$ cat config.mk
export PLATFORM = sky130hd
export DESIGN_NAME = pid_filtered_derivative_top
export DESIGN_NICKNAME = d
export VERILOG_FILES = /design/src/sv/pfd_pkg.sv /design/src/sv/pfd_serial_mul.sv /design/src/sv/pfd_serial_div.sv /design/src/sv/pid_filtered_derivative_top.sv
export SDC_FILE = /design/constraint.sdc
export NUM_CORES = 2
export LEC_CHECK = 0
export BUFFER_PORTS_ARGS = -buffer_cell sky130_fd_sc_hd__buf_2
export CAP_MARGIN = 30
export CORE_MARGIN = 2
export CORE_UTILIZATION = 41
export DETAILED_ROUTE_END_ITERATION = 16
export SLEW_MARGIN = 20
export SYNTH_ARGS = -nofsm -noshare
export SYNTH_HDL_FRONTEND = slang
export SYNTH_SLANG_ARGS = --single-unit
$ cat constraint.sdc
create_clock -name clk -period 18.9 [get_ports clk]
set_input_delay 4.725 -clock clk [delete_from_list [all_inputs] [get_ports clk]]
set_output_delay 4.725 -clock clk [all_outputs]
set_load 0.1 [all_outputs]
$ cat src/sv/pfd_pkg.sv
package pfd_pkg;

  // field widths, Q16.16 data
  localparam int DATA_W  = 32;
  localparam int FRAC_W  = 16;
  localparam int DT_W    = 24;
  localparam int LIM_W   = 31;
  localparam int ALPHA_W = 17;
  localparam int IDX_W   = 3;

  // shared multiplier: magnitude operands, product of both widths
  localparam int MUL_A_W = 2 * DATA_W - 1;
  localparam int MUL_B_W = DATA_W;
  localparam int MUL_P_W = MUL_A_W + MUL_B_W;

  // divider: error difference magnitude scaled by 2^16 over the time step
  localparam int DIV_NUM_W = DATA_W + FRAC_W;
  localparam int DIV_DEN_W = DT_W;

  // integral increment, integral sum before clamp
  localparam int INC_W = MUL_A_W + DT_W - DATA_W;
  localparam int SUM_W = INC_W + 2;

  // filter product magnitude, signed gain product, drive sum
  localparam int FILT_P_W = DATA_W + 1 + ALPHA_W;
  localparam int KPROD_W  = 2 * DATA_W;
  localparam int DRV_W    = KPROD_W - FRAC_W + 2;

  // default digit widths of the serial units
  localparam int MUL_DIGIT_DEF = 4;
  localparam int DIV_STEP_DEF  = 2;

  // register reset values
  localparam logic [DATA_W-1:0]  PROP_GAIN_RST   = 32'd65536;
  localparam logic [DATA_W-1:0]  DERIV_GAIN_RST  = 32'd6554;
  localparam logic [DATA_W-1:0]  INTEG_GAIN_RST  = 32'd655;
  localparam logic [LIM_W-1:0]   INTEG_LIMIT_RST = 31'd655360;
  localparam logic [ALPHA_W-1:0] DERIV_ALPHA_RST = 17'd39322;

  localparam logic [ALPHA_W-1:0] ALPHA_ONE = 17'h1_0000;
  localparam logic [DATA_W-1:0]  DATA_MAX  = 32'h7fff_ffff;
  localparam logic [DATA_W-1:0]  DATA_MIN  = 32'h8000_0000;

  typedef enum logic [IDX_W-1:0] {
    REG_PROP_GAIN   = 3'd0,
    REG_DERIV_GAIN  = 3'd1,
    REG_INTEG_GAIN  = 3'd2,
    REG_INTEG_LIMIT = 3'd3,
    REG_DERIV_ALPHA = 3'd4
  } pfd_reg_t;

  typedef enum logic [3:0] {
    ST_IDLE,
    ST_START,
    ST_GE,
    ST_GEDT,
    ST_CLAMP,
    ST_KPE,
    ST_WDIV,
    ST_FSTART,
    ST_FILT,
    ST_KSTART,
    ST_KDF,
    ST_CLEAR,
    ST_DONE
  } pfd_state_t;

  typedef struct packed {
    logic               start;
    logic [MUL_A_W-1:0] a;
    logic [MUL_B_W-1:0] b;
  } pfd_mul_req_t;

  typedef struct packed {
    logic               done;
    logic [MUL_P_W-1:0] product;
  } pfd_mul_rsp_t;

  typedef struct packed {
    logic                 start;
    logic [DIV_NUM_W-1:0] num;
    logic [DIV_DEN_W-1:0] den;
  } pfd_div_req_t;

  typedef struct packed {
    logic                 done;
    logic [DIV_NUM_W-1:0] quot;
  } pfd_div_rsp_t;

endpackage

$ cat src/sv/pfd_serial_mul.sv
module pfd_serial_mul #(
  parameter int DIGIT_W = pfd_pkg::MUL_DIGIT_DEF
) (
  input  logic                  clk,
  input  logic                  rst_n,
  input  pfd_pkg::pfd_mul_req_t req,
  output pfd_pkg::pfd_mul_rsp_t rsp
);
  import pfd_pkg::*;

  localparam int NDIG   = MUL_B_W / DIGIT_W;
  localparam int CNT_W  = $clog2(NDIG + 1);
  localparam int PART_W = MUL_A_W + DIGIT_W;

  logic [MUL_A_W-1:0] a_r;
  logic [MUL_A_W-1:0] acc_r;
  logic [MUL_B_W-1:0] b_r;
  logic [CNT_W-1:0]   cnt_r;
  logic               busy_r;
  logic               done_r;
  logic [PART_W-1:0]  part;
  logic [PART_W-1:0]  sum;

  // one multiplier digit per cycle, lsb first
  assign part = {{DIGIT_W{1'b0}}, a_r} * {{MUL_A_W{1'b0}}, b_r[DIGIT_W-1:0]};
  assign sum  = {{DIGIT_W{1'b0}}, acc_r} + part;

  // digit counter and done pulse
  always_ff @(posedge clk) begin
    if (!rst_n) begin
      busy_r <= 1'b0;
      done_r <= 1'b0;
      cnt_r  <= '0;
    end else begin
      done_r <= 1'b0;
      if (req.start) begin
        busy_r <= 1'b1;
        cnt_r  <= CNT_W'(NDIG);
      end else if (busy_r) begin
        cnt_r <= cnt_r - CNT_W'(1);
        if (cnt_r == CNT_W'(1)) begin
          busy_r <= 1'b0;
          done_r <= 1'b1;
        end
      end
    end
  end

  // high part accumulates, low product digits shift in behind the multiplier
  always_ff @(posedge clk) begin
    if (req.start) begin
      a_r   <= req.a;
      b_r   <= req.b;
      acc_r <= '0;
    end else if (busy_r) begin
      acc_r <= sum[PART_W-1:DIGIT_W];
      b_r   <= {sum[DIGIT_W-1:0], b_r[MUL_B_W-1:DIGIT_W]};
    end
  end

  assign rsp.done    = done_r;
  assign rsp.product = {acc_r, b_r};

endmodule

$ cat src/sv/pfd_serial_div.sv
module pfd_serial_div #(
  parameter int STEP_W = pfd_pkg::DIV_STEP_DEF
) (
  input  logic                  clk,
  input  logic                  rst_n,
  input  pfd_pkg::pfd_div_req_t req,
  output pfd_pkg::pfd_div_rsp_t rsp
);
  import pfd_pkg::*;

  localparam int NSTEP = DIV_NUM_W / STEP_W;
  localparam int CNT_W = $clog2(NSTEP + 1);

  logic [DIV_NUM_W-1:0] num_r;
  logic [DIV_DEN_W-1:0] rem_r;
  logic [DIV_DEN_W-1:0] den_r;
  logic [CNT_W-1:0]     cnt_r;
  logic                 busy_r;
  logic                 done_r;
  logic [DIV_DEN_W:0]   trial;
  logic [DIV_DEN_W-1:0] rem_c;
  logic [DIV_NUM_W-1:0] num_c;

  // restoring steps: dividend bits leave at the top, quotient bits enter below
  always_comb begin
    rem_c = rem_r;
    num_c = num_r;
    trial = '0;
    for (int i = 0; i < STEP_W; i++) begin
      trial = {rem_c, num_c[DIV_NUM_W-1]};
      num_c = {num_c[DIV_NUM_W-2:0], 1'b0};
      if (trial >= {1'b0, den_r}) begin
        trial    = trial - {1'b0, den_r};
        num_c[0] = 1'b1;
      end
      rem_c = trial[DIV_DEN_W-1:0];
    end
  end

  // step counter and done pulse
  always_ff @(posedge clk) begin
    if (!rst_n) begin
      busy_r <= 1'b0;
      done_r <= 1'b0;
      cnt_r  <= '0;
    end else begin
      done_r <= 1'b0;
      if (req.start) begin
        busy_r <= 1'b1;
        cnt_r  <= CNT_W'(NSTEP);
      end else if (busy_r) begin
        cnt_r <= cnt_r - CNT_W'(1);
        if (cnt_r == CNT_W'(1)) begin
          busy_r <= 1'b0;
          done_r <= 1'b1;
        end
      end
    end
  end

  // dividend / quotient and partial remainder
  always_ff @(posedge clk) begin
    if (req.start) begin
      num_r <= req.num;
      rem_r <= '0;
      den_r <= req.den;
    end else if (busy_r) begin
      num_r <= num_c;
      rem_r <= rem_c;
    end
  end

  assign rsp.done = done_r;
  assign rsp.quot = num_r;

endmodule

$ cat src/sv/pid_filtered_derivative_top.sv
// PID controller with a low-pass filtered derivative and a clamped integral, Q16.16.
// An update item (command 0) carries an error and a time step; the block forms the
// derivative as the error difference over the step (zero for a zero step, saturated),
// adds integ_gain*error*step to the integral and clamps it to +/- integ_limit, filters
// the derivative with weight deriv_alpha (values above one act as one) and returns
// the saturated drive prop_gain*e + integral + deriv_gain*filtered derivative, plus
// the integral. A clear item (command 1) zeroes integral, filtered derivative and
// previous error and returns the last drive with a zero integral. Items are worked
// one at a time. An update is paced by the one shared digit-serial multiplier that
// forms five products in turn; the divider runs beside the first three products.
// The next item is taken as soon as the result sits in the output register.
// Registers are written through the cfg port while no item is in flight: this binds
// the user, and the block itself does not enforce it.
module pid_filtered_derivative_top #(
  parameter int MUL_DIGIT = pfd_pkg::MUL_DIGIT_DEF,
  parameter int DIV_STEP  = pfd_pkg::DIV_STEP_DEF
) (
  input  logic                               clk,
  input  logic                               rst_n,
  input  logic                               in_valid,
  output logic                               in_stall,
  input  logic                               in_command,
  input  logic signed [pfd_pkg::DATA_W-1:0]  in_error_in,
  input  logic        [pfd_pkg::DT_W-1:0]    in_time_step,
  output logic                               out_valid,
  input  logic                               out_stall,
  output logic signed [pfd_pkg::DATA_W-1:0]  out_drive,
  output logic signed [pfd_pkg::DATA_W-1:0]  out_integ_term,
  input  logic                               cfg_valid,
  output logic                               cfg_ready,
  input  logic        [pfd_pkg::IDX_W-1:0]   cfg_index,
  input  logic        [pfd_pkg::DATA_W-1:0]  cfg_wdata
);
  import pfd_pkg::*;

  function automatic logic [DATA_W-1:0] mag_of(input logic signed [DATA_W-1:0] v);
    mag_of = v[DATA_W-1] ? DATA_W'(-v) : DATA_W'(v);
  endfunction

  pfd_state_t state_r, state_nxt;

  // configuration
  logic signed [DATA_W-1:0] kp_r, kd_r, ki_r;
  logic [LIM_W-1:0]         lim_r;
  logic [ALPHA_W-1:0]       alpha_r;

  // loop state
  logic signed [DATA_W-1:0] prev_r, integ_r, filt_r, held_r;

  // item and scratch
  logic signed [DATA_W-1:0]         e_r;
  logic [DT_W-1:0]                  dt_r;
  logic                             neg_r;
  logic                             raw_neg_r;
  logic signed [DATA_W-1:0]         raw_r;
  logic signed [SUM_W-1:0]          sum_r;
  logic signed [KPROD_W-FRAC_W-1:0] kpe_r;
  logic                             div_done_r;

  // output register
  logic                     out_valid_r;
  logic signed [DATA_W-1:0] out_drive_r, out_integ_r;

  pfd_mul_req_t mul_req;
  pfd_mul_rsp_t mul_rsp;
  pfd_div_req_t div_req;
  pfd_div_rsp_t div_rsp;
  logic         mul_neg;
  logic         out_load;
  logic         div_fin;

  logic signed [DATA_W:0]           diff, diff_neg;
  logic [DATA_W-1:0]                diff_mag;
  logic signed [SUM_W-1:0]          inc_mag, sum_calc, lim_s;
  logic signed [DATA_W-1:0]         clamp_val;
  logic signed [KPROD_W-1:0]        prod_pos, prod_s;
  logic signed [KPROD_W-FRAC_W-1:0] prod_top;
  logic [DIV_NUM_W-1:0]             q;
  logic signed [DATA_W-1:0]         raw_calc;
  logic signed [DATA_W:0]           fd, fd_neg;
  logic [DATA_W:0]                  fd_mag;
  logic [ALPHA_W-1:0]               alpha_eff;
  logic signed [FILT_P_W:0]         fp_pos, fp_s;
  logic signed [FILT_P_W-FRAC_W:0]  f_inc;
  logic signed [DATA_W-1:0]         filt_nxt;
  logic signed [DRV_W-1:0]          y;
  logic signed [DATA_W-1:0]         drive_sat;

  pfd_serial_mul #(.DIGIT_W(MUL_DIGIT)) u_pfd_mul (
    .clk   (clk),
    .rst_n (rst_n),
    .req   (mul_req),
    .rsp   (mul_rsp)
  );

  pfd_serial_div #(.STEP_W(DIV_STEP)) u_pfd_div (
    .clk   (clk),
    .rst_n (rst_n),
    .req   (div_req),
    .rsp   (div_rsp)
  );

  // error difference for the derivative
  assign diff     = $signed({e_r[DATA_W-1], e_r}) - $signed({prev_r[DATA_W-1], prev_r});
  assign diff_neg = -diff;
  assign diff_mag = diff[DATA_W] ? diff_neg[DATA_W-1:0] : diff[DATA_W-1:0];

  // integral sum and clamp
  assign inc_mag  = $signed(SUM_W'(mul_rsp.product[DATA_W+INC_W-1:DATA_W]));
  assign sum_calc = SUM_W'(integ_r) + (neg_r ? -inc_mag : inc_mag);
  assign lim_s    = $signed(SUM_W'(lim_r));

  always_comb begin
    if (sum_r > lim_s) begin
      clamp_val = $signed({1'b0, lim_r});
    end else if (sum_r < -lim_s) begin
      clamp_val = -$signed({1'b0, lim_r});
    end else begin
      clamp_val = sum_r[DATA_W-1:0];
    end
  end

  // signed gain product, floored to Q16.16
  assign prod_pos = $signed({1'b0, mul_rsp.product[MUL_A_W-1:0]});
  assign prod_s   = neg_r ? -prod_pos : prod_pos;
  assign prod_top = prod_s[KPROD_W-1:FRAC_W];

  // raw derivative from the quotient, truncated toward zero and saturated
  assign q       = div_rsp.quot;
  assign div_fin = div_done_r || div_rsp.done;

  always_comb begin
    if (dt_r == '0) begin
      raw_calc = '0;
    end else if (raw_neg_r) begin
      if (q[DIV_NUM_W-1:DATA_W] != '0 || (q[DATA_W-1] && q[DATA_W-2:0] != '0)) begin
        raw_calc = DATA_MIN;
      end else begin
        raw_calc = -q[DATA_W-1:0];
      end
    end else begin
      raw_calc = (q[DIV_NUM_W-1:DATA_W-1] != '0) ? DATA_MAX : q[DATA_W-1:0];
    end
  end

  // filter: d + floor(alpha * (raw - d) / 2^16)
  assign fd        = $signed({raw_r[DATA_W-1], raw_r}) - $signed({filt_r[DATA_W-1], filt_r});
  assign fd_neg    = -fd;
  assign fd_mag    = fd[DATA_W] ? fd_neg : fd;
  assign alpha_eff = (alpha_r > ALPHA_ONE) ? ALPHA_ONE : alpha_r;
  assign fp_pos    = $signed({1'b0, mul_rsp.product[FILT_P_W-1:0]});
  assign fp_s      = neg_r ? -fp_pos : fp_pos;
  assign f_inc     = fp_s[FILT_P_W:FRAC_W];
  assign filt_nxt  = filt_r + $signed(f_inc[DATA_W-1:0]);

  // drive sum and saturation
  assign y = DRV_W'(kpe_r) + DRV_W'(integ_r) + DRV_W'(prod_top);

  always_comb begin
    if (y[DRV_W-1:DATA_W-1] == '0 || y[DRV_W-1:DATA_W-1] == '1) begin
      drive_sat = y[DATA_W-1:0];
    end else begin
      drive_sat = y[DRV_W-1] ? DATA_MIN : DATA_MAX;
    end
  end

  // next state
  always_comb begin
    state_nxt = state_r;
    unique case (state_r)
      ST_IDLE:   if (in_valid) state_nxt = in_command ? ST_CLEAR : ST_START;
      ST_START:  state_nxt = ST_GE;
      ST_GE:     if (mul_rsp.done) state_nxt = ST_GEDT;
      ST_GEDT:   if (mul_rsp.done) state_nxt = ST_CLAMP;
      ST_CLAMP:  state_nxt = ST_KPE;
      ST_KPE:    if (mul_rsp.done) state_nxt = ST_WDIV;
      ST_WDIV:   if (div_fin) state_nxt = ST_FSTART;
      ST_FSTART: state_nxt = ST_FILT;
      ST_FILT:   if (mul_rsp.done) state_nxt = ST_KSTART;
      ST_KSTART: state_nxt = ST_KDF;
      ST_KDF:    if (mul_rsp.done) state_nxt = ST_DONE;
      ST_CLEAR:  state_nxt = ST_DONE;
      ST_DONE:   if (out_load) state_nxt = ST_IDLE;
      default:   state_nxt = ST_IDLE;
    endcase
  end

  // unit requests and handshake
  always_comb begin
    mul_req  = '0;
    div_req  = '0;
    mul_neg  = neg_r;
    in_stall = 1'b1;
    out_load = 1'b0;
    unique case (state_r)
      ST_IDLE: in_stall = 1'b0;
      ST_START: begin
        div_req.start = 1'b1;
        div_req.num   = {diff_mag, {FRAC_W{1'b0}}};
        div_req.den   = dt_r;
        mul_req.start = 1'b1;
        mul_req.a     = MUL_A_W'(mag_of(ki_r));
        mul_req.b     = mag_of(e_r);
        mul_neg       = ki_r[DATA_W-1] ^ e_r[DATA_W-1];
      end
      ST_GE: begin
        if (mul_rsp.done) begin
          mul_req.start = 1'b1;
          mul_req.a     = mul_rsp.product[MUL_A_W-1:0];
          mul_req.b     = MUL_B_W'(dt_r);
        end
      end
      ST_CLAMP: begin
        mul_req.start = 1'b1;
        mul_req.a     = MUL_A_W'(mag_of(kp_r));
        mul_req.b     = mag_of(e_r);
        mul_neg       = kp_r[DATA_W-1] ^ e_r[DATA_W-1];
      end
      ST_FSTART: begin
        mul_req.start = 1'b1;
        mul_req.a     = MUL_A_W'(fd_mag);
        mul_req.b     = MUL_B_W'(alpha_eff);
        mul_neg       = fd[DATA_W];
      end
      ST_KSTART: begin
        mul_req.start = 1'b1;
        mul_req.a     = MUL_A_W'(mag_of(kd_r));
        mul_req.b     = mag_of(filt_r);
        mul_neg       = kd_r[DATA_W-1] ^ filt_r[DATA_W-1];
      end
      ST_DONE: out_load = !out_valid_r || !out_stall;
      default: ;
    endcase
  end

  // state, configuration, loop state and output valid
  always_ff @(posedge clk) begin
    if (!rst_n) begin
      state_r     <= ST_IDLE;
      kp_r        <= PROP_GAIN_RST;
      kd_r        <= DERIV_GAIN_RST;
      ki_r        <= INTEG_GAIN_RST;
      lim_r       <= INTEG_LIMIT_RST;
      alpha_r     <= DERIV_ALPHA_RST;
      prev_r      <= '0;
      integ_r     <= '0;
      filt_r      <= '0;
      held_r      <= '0;
      div_done_r  <= 1'b0;
      out_valid_r <= 1'b0;
    end else begin
      state_r <= state_nxt;

      // register write transfer
      if (cfg_valid) begin
        unique case (cfg_index)
          REG_PROP_GAIN:   kp_r    <= cfg_wdata;
          REG_DERIV_GAIN:  kd_r    <= cfg_wdata;
          REG_INTEG_GAIN:  ki_r    <= cfg_wdata;
          REG_INTEG_LIMIT: lim_r   <= cfg_wdata[LIM_W-1:0];
          REG_DERIV_ALPHA: alpha_r <= cfg_wdata[ALPHA_W-1:0];
          default: ;
        endcase
      end

      // loop state updates
      if (state_r == ST_START) prev_r <= e_r;
      if (state_r == ST_CLAMP) integ_r <= clamp_val;
      if (state_r == ST_FILT && mul_rsp.done) filt_r <= filt_nxt;
      if (state_r == ST_KDF && mul_rsp.done) held_r <= drive_sat;
      if (state_r == ST_CLEAR) begin
        prev_r  <= '0;
        integ_r <= '0;
        filt_r  <= '0;
      end

      // quotient ready flag
      if (div_req.start) begin
        div_done_r <= 1'b0;
      end else if (div_rsp.done) begin
        div_done_r <= 1'b1;
      end

      // result transfer
      if (out_load) begin
        out_valid_r <= 1'b1;
      end else if (!out_stall) begin
        out_valid_r <= 1'b0;
      end
    end
  end

  // item capture and intermediate results
  always_ff @(posedge clk) begin
    if (state_r == ST_IDLE && in_valid) begin
      e_r  <= in_error_in;
      dt_r <= in_time_step;
    end
    if (mul_req.start) neg_r <= mul_neg;
    if (state_r == ST_START) raw_neg_r <= diff[DATA_W];
    if (state_r == ST_GEDT && mul_rsp.done) sum_r <= sum_calc;
    if (state_r == ST_KPE && mul_rsp.done) kpe_r <= prod_top;
    if (state_r == ST_WDIV && div_fin) raw_r <= raw_calc;
    if (out_load) begin
      out_drive_r <= held_r;
      out_integ_r <= integ_r;
    end
  end

  assign cfg_ready      = 1'b1;
  assign out_valid      = out_valid_r;
  assign out_drive      = out_drive_r;
  assign out_integ_term = out_integ_r;

endmodule

Word level (Yosys, flattened, before mapping)
Cells that the tools add are included.
{"block": "totals", "inputBits": 97, "elab_cells": 190, "register_bits": 804, "output_inout_bits": 67}
{"block": "op_classes", "eq_ne": 28, "n_reduce_logical": 35, "mux": 56, "n_addsub": 24, "mul": 1, "order_cmp": 5, "bitwise": 6}
{"op": "two-way mux 32 bit", "count": 15}
{"op": "case mux 96 bit (5 select lines)", "count": 1}
{"op": "negator 32 bit", "count": 7}
{"op": "two-way mux 48 bit", "count": 3}
{"op": "two-way mux 96 bit", "count": 1}
{"op": "two-way mux 73 bit", "count": 1}
{"op": "adder 63 x 67 -> 67 bit", "count": 1}
{"op": "multiplier 63 x 4 -> 67 bit", "count": 1}
{"op": "subtractor 32 x 32 -> 33 bit", "count": 2}
{"op": "two-way mux 64 bit", "count": 1}
{"op": "negator 63 -> 64 bit", "count": 1}
{"op": "adder 32 x 57 -> 57 bit", "count": 1}
{"op": "greater-than comparator 57 x 32 -> 1 bit", "count": 1}
{"op": "less-than comparator 57 bit", "count": 1}
{"op": "two-way mux 57 bit", "count": 1}
{"op": "negator 31 -> 57 bit", "count": 1}
{"op": "negator 55 -> 57 bit", "count": 1}
{"op": "case mux 4 bit (13 select lines)", "count": 1}
{"op": "adder 49 x 48 -> 50 bit", "count": 1}
{"op": "greater-or-equal comparator 25 x 24 -> 1 bit", "count": 2}
{"op": "adder 48 x 32 -> 49 bit", "count": 1}
{"op": "two-way mux 24 bit", "count": 2}
{"op": "negator 48 bit", "count": 1}
{"op": "subtractor 24 bit", "count": 2}
{"op": "other kinds (41)", "count": 105}

Longest topological paths before layout
{"block": "depth", "ltp_word": 6, "ltp_mapped": 27, "depth_no_buf": 26}

Modules after synthesis
A second synthesis with hierarchy kept.
{"block": "hier_totals", "hier_cells": 7675, "hier_area_um2": 66407.4}
{"mod": "pid_filtered_derivative_top", "area_per_inst_um2": 43546.8, "cells_per_inst": 5284, "seq_area_each_um2": 13342.8, "n_inst": 1}
{"mod": "pfd_serial_mul", "area_per_inst_um2": 15970.3, "cells_per_inst": 1701, "seq_area_each_um2": 4234.1, "n_inst": 1}
{"mod": "pfd_serial_div", "area_per_inst_um2": 6890.4, "cells_per_inst": 690, "seq_area_each_um2": 2782.7, "n_inst": 1}

Least setup slack after synthesis
Ideal clock, no wire load.
{"block": "synth_timing", "path_type": "input-to-reg", "from": "input port out_stall", "to": "register out_drive_r[0] (netlist: out_drive[0]) (enable)", "slack_ns": 10.537, "n_path_buf": 0, "required_time_ns": 18.393, "arrival_time_ns": 7.856, "setup_ns": 0.507, "stages": 1, "cell_sequence": "a21oi_1"}
{"block": "synth_via", "elab_chain_len": 3}
{"element": "start: declaration", "line_no": "pid_filtered_derivative_top.sv:26", "text": "input logic out_stall,"}
{"element": "logical NOT 1 bit"}
{"element": "logical OR 1 bit", "line_no": "pid_filtered_derivative_top.sv:231", "text": "ST_DONE: out_load = !out_valid_r || !out_stall;"}
{"element": "two-way mux 1 bit", "line_no": "pid_filtered_derivative_top.sv:195", "text": "unique case (state_r)"}
{"element": "end signal: assignment", "line_no": "pid_filtered_derivative_top.sv:305", "text": "out_drive_r <= held_r;"}
{"element": "end: declaration", "line_no": "pid_filtered_derivative_top.sv:62", "text": "logic signed [DATA_W-1:0] out_drive_r, out_integ_r;"}
No other way between the ends.
A chain may end at the register's enable or synchronous reset.

Worst setup path after layout
{"block": "layout_timing", "from": "register u_pfd_mul.b_r[3]", "to": "register held_r[14]"}
{"block": "layout_via", "elab_chain_len": 6, "word_cells_on_any_way": 8, "classes_between": "add/sub (2); eq/ne (1); mux (3); reduce/logical (2)"}
{"element": "start: declaration", "line_no": "pfd_serial_mul.sv:17", "text": "logic [MUL_B_W-1:0] b_r;"}
{"element": "start signal: assignment", "line_no": "pfd_serial_mul.sv:53", "text": "b_r <= req.b;"}
{"element": "start signal: assignment", "line_no": "pfd_serial_mul.sv:57", "text": "b_r <= {sum[DIGIT_W-1:0], b_r[MUL_B_W-1:DIGIT_W]};"}
{"element": "negator 63 -> 64 bit *", "line_no": "pid_filtered_derivative_top.sv:125", "text": "assign prod_s = neg_r ? -prod_pos : prod_pos;"}
{"element": "two-way mux 64 bit *", "line_no": "pid_filtered_derivative_top.sv:125"}
{"element": "net prod_s[49]", "line_no": "pid_filtered_derivative_top.sv:76", "text": "logic signed [KPROD_W-1:0] prod_pos, prod_s;"}
{"element": "adder 49 x 48 -> 50 bit *", "line_no": "pid_filtered_derivative_top.sv:157", "text": "assign y = DRV_W'(kpe_r) + DRV_W'(integ_r) + DRV_W'(prod_top);"}
{"element": "equality test 19 bit / logical NOT 19 bit (equally long branches)", "line_no": "pid_filtered_derivative_top.sv:160", "text": "if (y[DRV_W-1:DATA_W-1] == '0 || y[DRV_W-1:DATA_W-1] == '1) begin"}
{"element": "logical OR 1 bit", "line_no": "pid_filtered_derivative_top.sv:160"}
{"element": "two-way mux 32 bit *", "line_no": "pid_filtered_derivative_top.sv:160"}
{"element": "end signal: assignment", "line_no": "pid_filtered_derivative_top.sv:270", "text": "if (state_r == ST_KDF && mul_rsp.done) held_r <= drive_sat;"}
{"element": "end: declaration", "line_no": "pid_filtered_derivative_top.sv:48", "text": "logic signed [DATA_W-1:0] prev_r, integ_r, filt_r, held_r;"}
Mark *: on every way through the listed nets, which the timed path passes. The rest lies on a longest branch.

==> reports/metrics.yaml <==
dr.pass1.iters: 6
ctsHoldBuffers: 0
yosysWarnings: 0
utilization_pct: 45.6
clk_latency_ns: 0.73
synth.cell_area_um2: 63800
synth_area_leader_cell: "edfxtp_1"
synthToLayoutAreaGrowth_pct: 10.2
wl_per_cell_um: 23.7
final-hold-violation-count: 0
via_count: 56300
postCtsSetupRepairBufs: 0
antenna_found_initial: 10
avgSynthCellArea_um2: 8.75
worstSetupStartpointType: "flop"
viasPerCell: 5.95
routed_wl_um: 224000
max_slew_margin_pct: 32.4
die_area_um2: 159000
critPathKind: "flop to flop"
clk_path_buf_depth: 3
wl_met2_um: 102000
ys_types: 98
dr.max_layer_used: "met5"
p_clk_share_pct: 12.9
routabilityCongestion: 0.987
endpoint_kind: "flop"
p_sw_share_pct: 50.8
hold_class: "flop to flop"
syn_nets: 8052
intPower_mw: 7.65
dpl.cell_count: 9262
cts_tree: "built"
dp_slack_ns: 10.40
rows: 144
portBuffers: 162
power_density_nw_per_um2: 221
h-tree-depth: 3
drt_iter0_markers: 5045
clk_pin_slew_ns: 0.07
cts_root_buf: "clkbuf_16"
pwr-share-seq_pct: 18.1
syn_inst: 7293
worst-endpoint-arrival_ns: 9.35
synth_seq_cells: 804
dpl.hpwl_um: 176000
final_common_cell: "nand2_1"
ir_drop_mv: 0.153
overflow: 0
synthTopCellsByArea: "edfxtp_1, dfxtp_1, ha_1"
wl_met1_um: 95200
regArea_um2: 20400
numCtsBuffers: 98
skew_ns: 0.0359
die_w_um: 398
wl_met3_um: 15400
max_freq_mhz: 115
fillCellCount: 15200
setup_slack_ns: 10.21
yosys.area.top_type_share_pct: 20.1
synth-main-ff-cell: "edfxtp_1"
min_period_over_period_pct: 46.0
async_flop_share_pct: 0
grt_max_degree: 84
final_cells: 9456
grt_pass1_vias: 53700
status: "complete, no violations"
ant_nets: 0
finalMaxSlewViolations: 0
synth_edf_count: 426
worst_pin_slew_ns: 1.01
path_max_fanout: 65
ys_seq_area_share_pct: 31.9
power_frac_comb_pct: 69.0
ios: 164
drc: 0
grt_usage_pct: 27.8
p_leak_nw: 27.9
rsz0062_at_grt: "no"
multi_input_area_um2: 40700
layout_common_cells: "nand2_1, o21ai_0, a21oi_1"
start_util_pct: 41.4
cts_resized: 0
core_um2: 154000
clock-sinks: 804
finalCriticalPeriod_ns: 8.69
final_nets: 8083
crit_required_ns: 19.56
drive_above_1_share_pct: 8.10
setup_viol_count_final: 0
power.switching_mw: 7.89
finalSetupTns_ns: 0
die_y_um: 398
drv_cap: 0
grt_first_pass_wirelength_um: 337000
## layer usage
layer | vias to the layer above | track usage, %
met2 | 2016 | 44.7
met3 | 482 | 4.40
met5 | - | 0
met1 | 27500 | 36.5
met4 | 10 | 12.9
li1 | 26300 | -
## registers in the layout, summed over array words and instances, names as in the netlist, 5 cells and up
signal / count
dt_r: 24
integ_r: 32
out_integ_term: 32
raw_r: 32
kpe_r: 48
u_pfd_div.rem_r: 24
u_pfd_mul.a_r: 63
u_pfd_mul.b_r: 32
e_r: 32
u_pfd_mul.acc_r: 63
alpha_r: 17
prev_r: 32
held_r: 32
lim_r: 31
u_pfd_div.num_r: 48
filt_r: 32
ki_r: 32
u_pfd_div.den_r: 24
kp_r: 32
u_pfd_div.cnt_r: 5
kd_r: 32
sum_r: 57
out_drive: 32
## through the flow
stage                     hold WS, ns  instance area (um2)  power (mW)
final                           0.435                70300        15.5
after global routing            0.440                70300        16.8
after CTS                       0.429                70200        15.4
after detailed placement        0.419                66800        13.4
after global placement          0.422                66700        13.3
after floorplan                 0.409                63800        10.6
## critical path: stages, from the launching register on
cell and delay (ns):
edfxtp_1 0.36, buf_4 0.33, nor4_1 0.46, nand4_1 0.25, nand4b_1 0.39, or3_1 0.45
or4_1 0.44, or2_2 0.53, o21ai_0 0.29, xnor2_1 0.19, fa_1 0.47, ha_1 0.49
a21oi_1 0.25, o21ai_0 0.25, a221oi_1 0.71, a21oi_1 0.24, a21oi_1 0.36, a21boi_0 0.16
o41ai_1 0.36, xnor2_1 0.18, nor4_1 0.50, a22oi_2 0.17, buf_4 0.26, nor4_1 0.26
o221a_2 0.21
## worst paths after layout
check	from	to	slack, ns	cells past startpoint
max	u_pfd_mul.b_r[3]	held_r[14]	10.21	24
min	held_r[21]	out_drive[21]	0.44	0
max reg2reg	u_pfd_mul.b_r[3]	held_r[14]	10.21	24
min reg2reg	held_r[21]	out_drive[21]	0.44	0
## layout make-up
| class | count | area share, % |
|---|---|---|
| Multi-Input combinational cell | 5740 | 57.9 |
| Clock buffer | 126 | 3.84 |
| Antenna cell | 3 | 0.0107 |
| Inverter | 414 | 2.22 |
| Tap cell | 2044 | 3.64 |
| Timing Repair Buffer | 266 | 2.38 |
| Clock inverter | 59 | 1.04 |
| Sequential cell | 804 | 29.0 |
## synth_stat cells (all sizes together), types with 33 or more instances
cell and count:
mux2i 75, o21ai 458, dfxtp 378, xor2 180
a21oi 450, o21bai 38, o41ai 44, nand2 1040
nor2 438, a21o 174, nand2b 50, and2 135
a211oi 84, or3 85, a22oi 43, nor3 133
and3 67, nand3 135, or2 33, o211ai 51
or4 52, xnor2 399, a21boi 143, nor2b 64
edfxtp 426, clkbuf 315, fa 239, a221oi 39
inv 413, nor4 72, o21a 48, a31oi 43
nand4 82, o31ai 85, ha 423
## logic make-up after synthesis
logic type | synth area share, %
DFF | 31.9
other | 0.00588
buffers and inverters | 4.47
muxes | 1.71
xor gates and xnor gates | 7.95
AOI/OAI and AO/OA | 19.9
adders and majority gates | 15.8
and+or+nand+nor | 18.3
## power by group through the flow
stage / combinational, mW / sequential, mW / clock (mW)
3_5_place_dp: 10.5 / 2.83 / 0
6_report: 10.7 / 2.81 / 2.01
2_1_floorplan: 7.93 / 2.65 / 0
4_1_cts: 10.6 / 2.80 / 2.04
5_1_grt: 11.8 / 2.84 / 2.11
3_3_place_gp: 10.4 / 2.83 / 0
(Power assumes the default switching activity.)
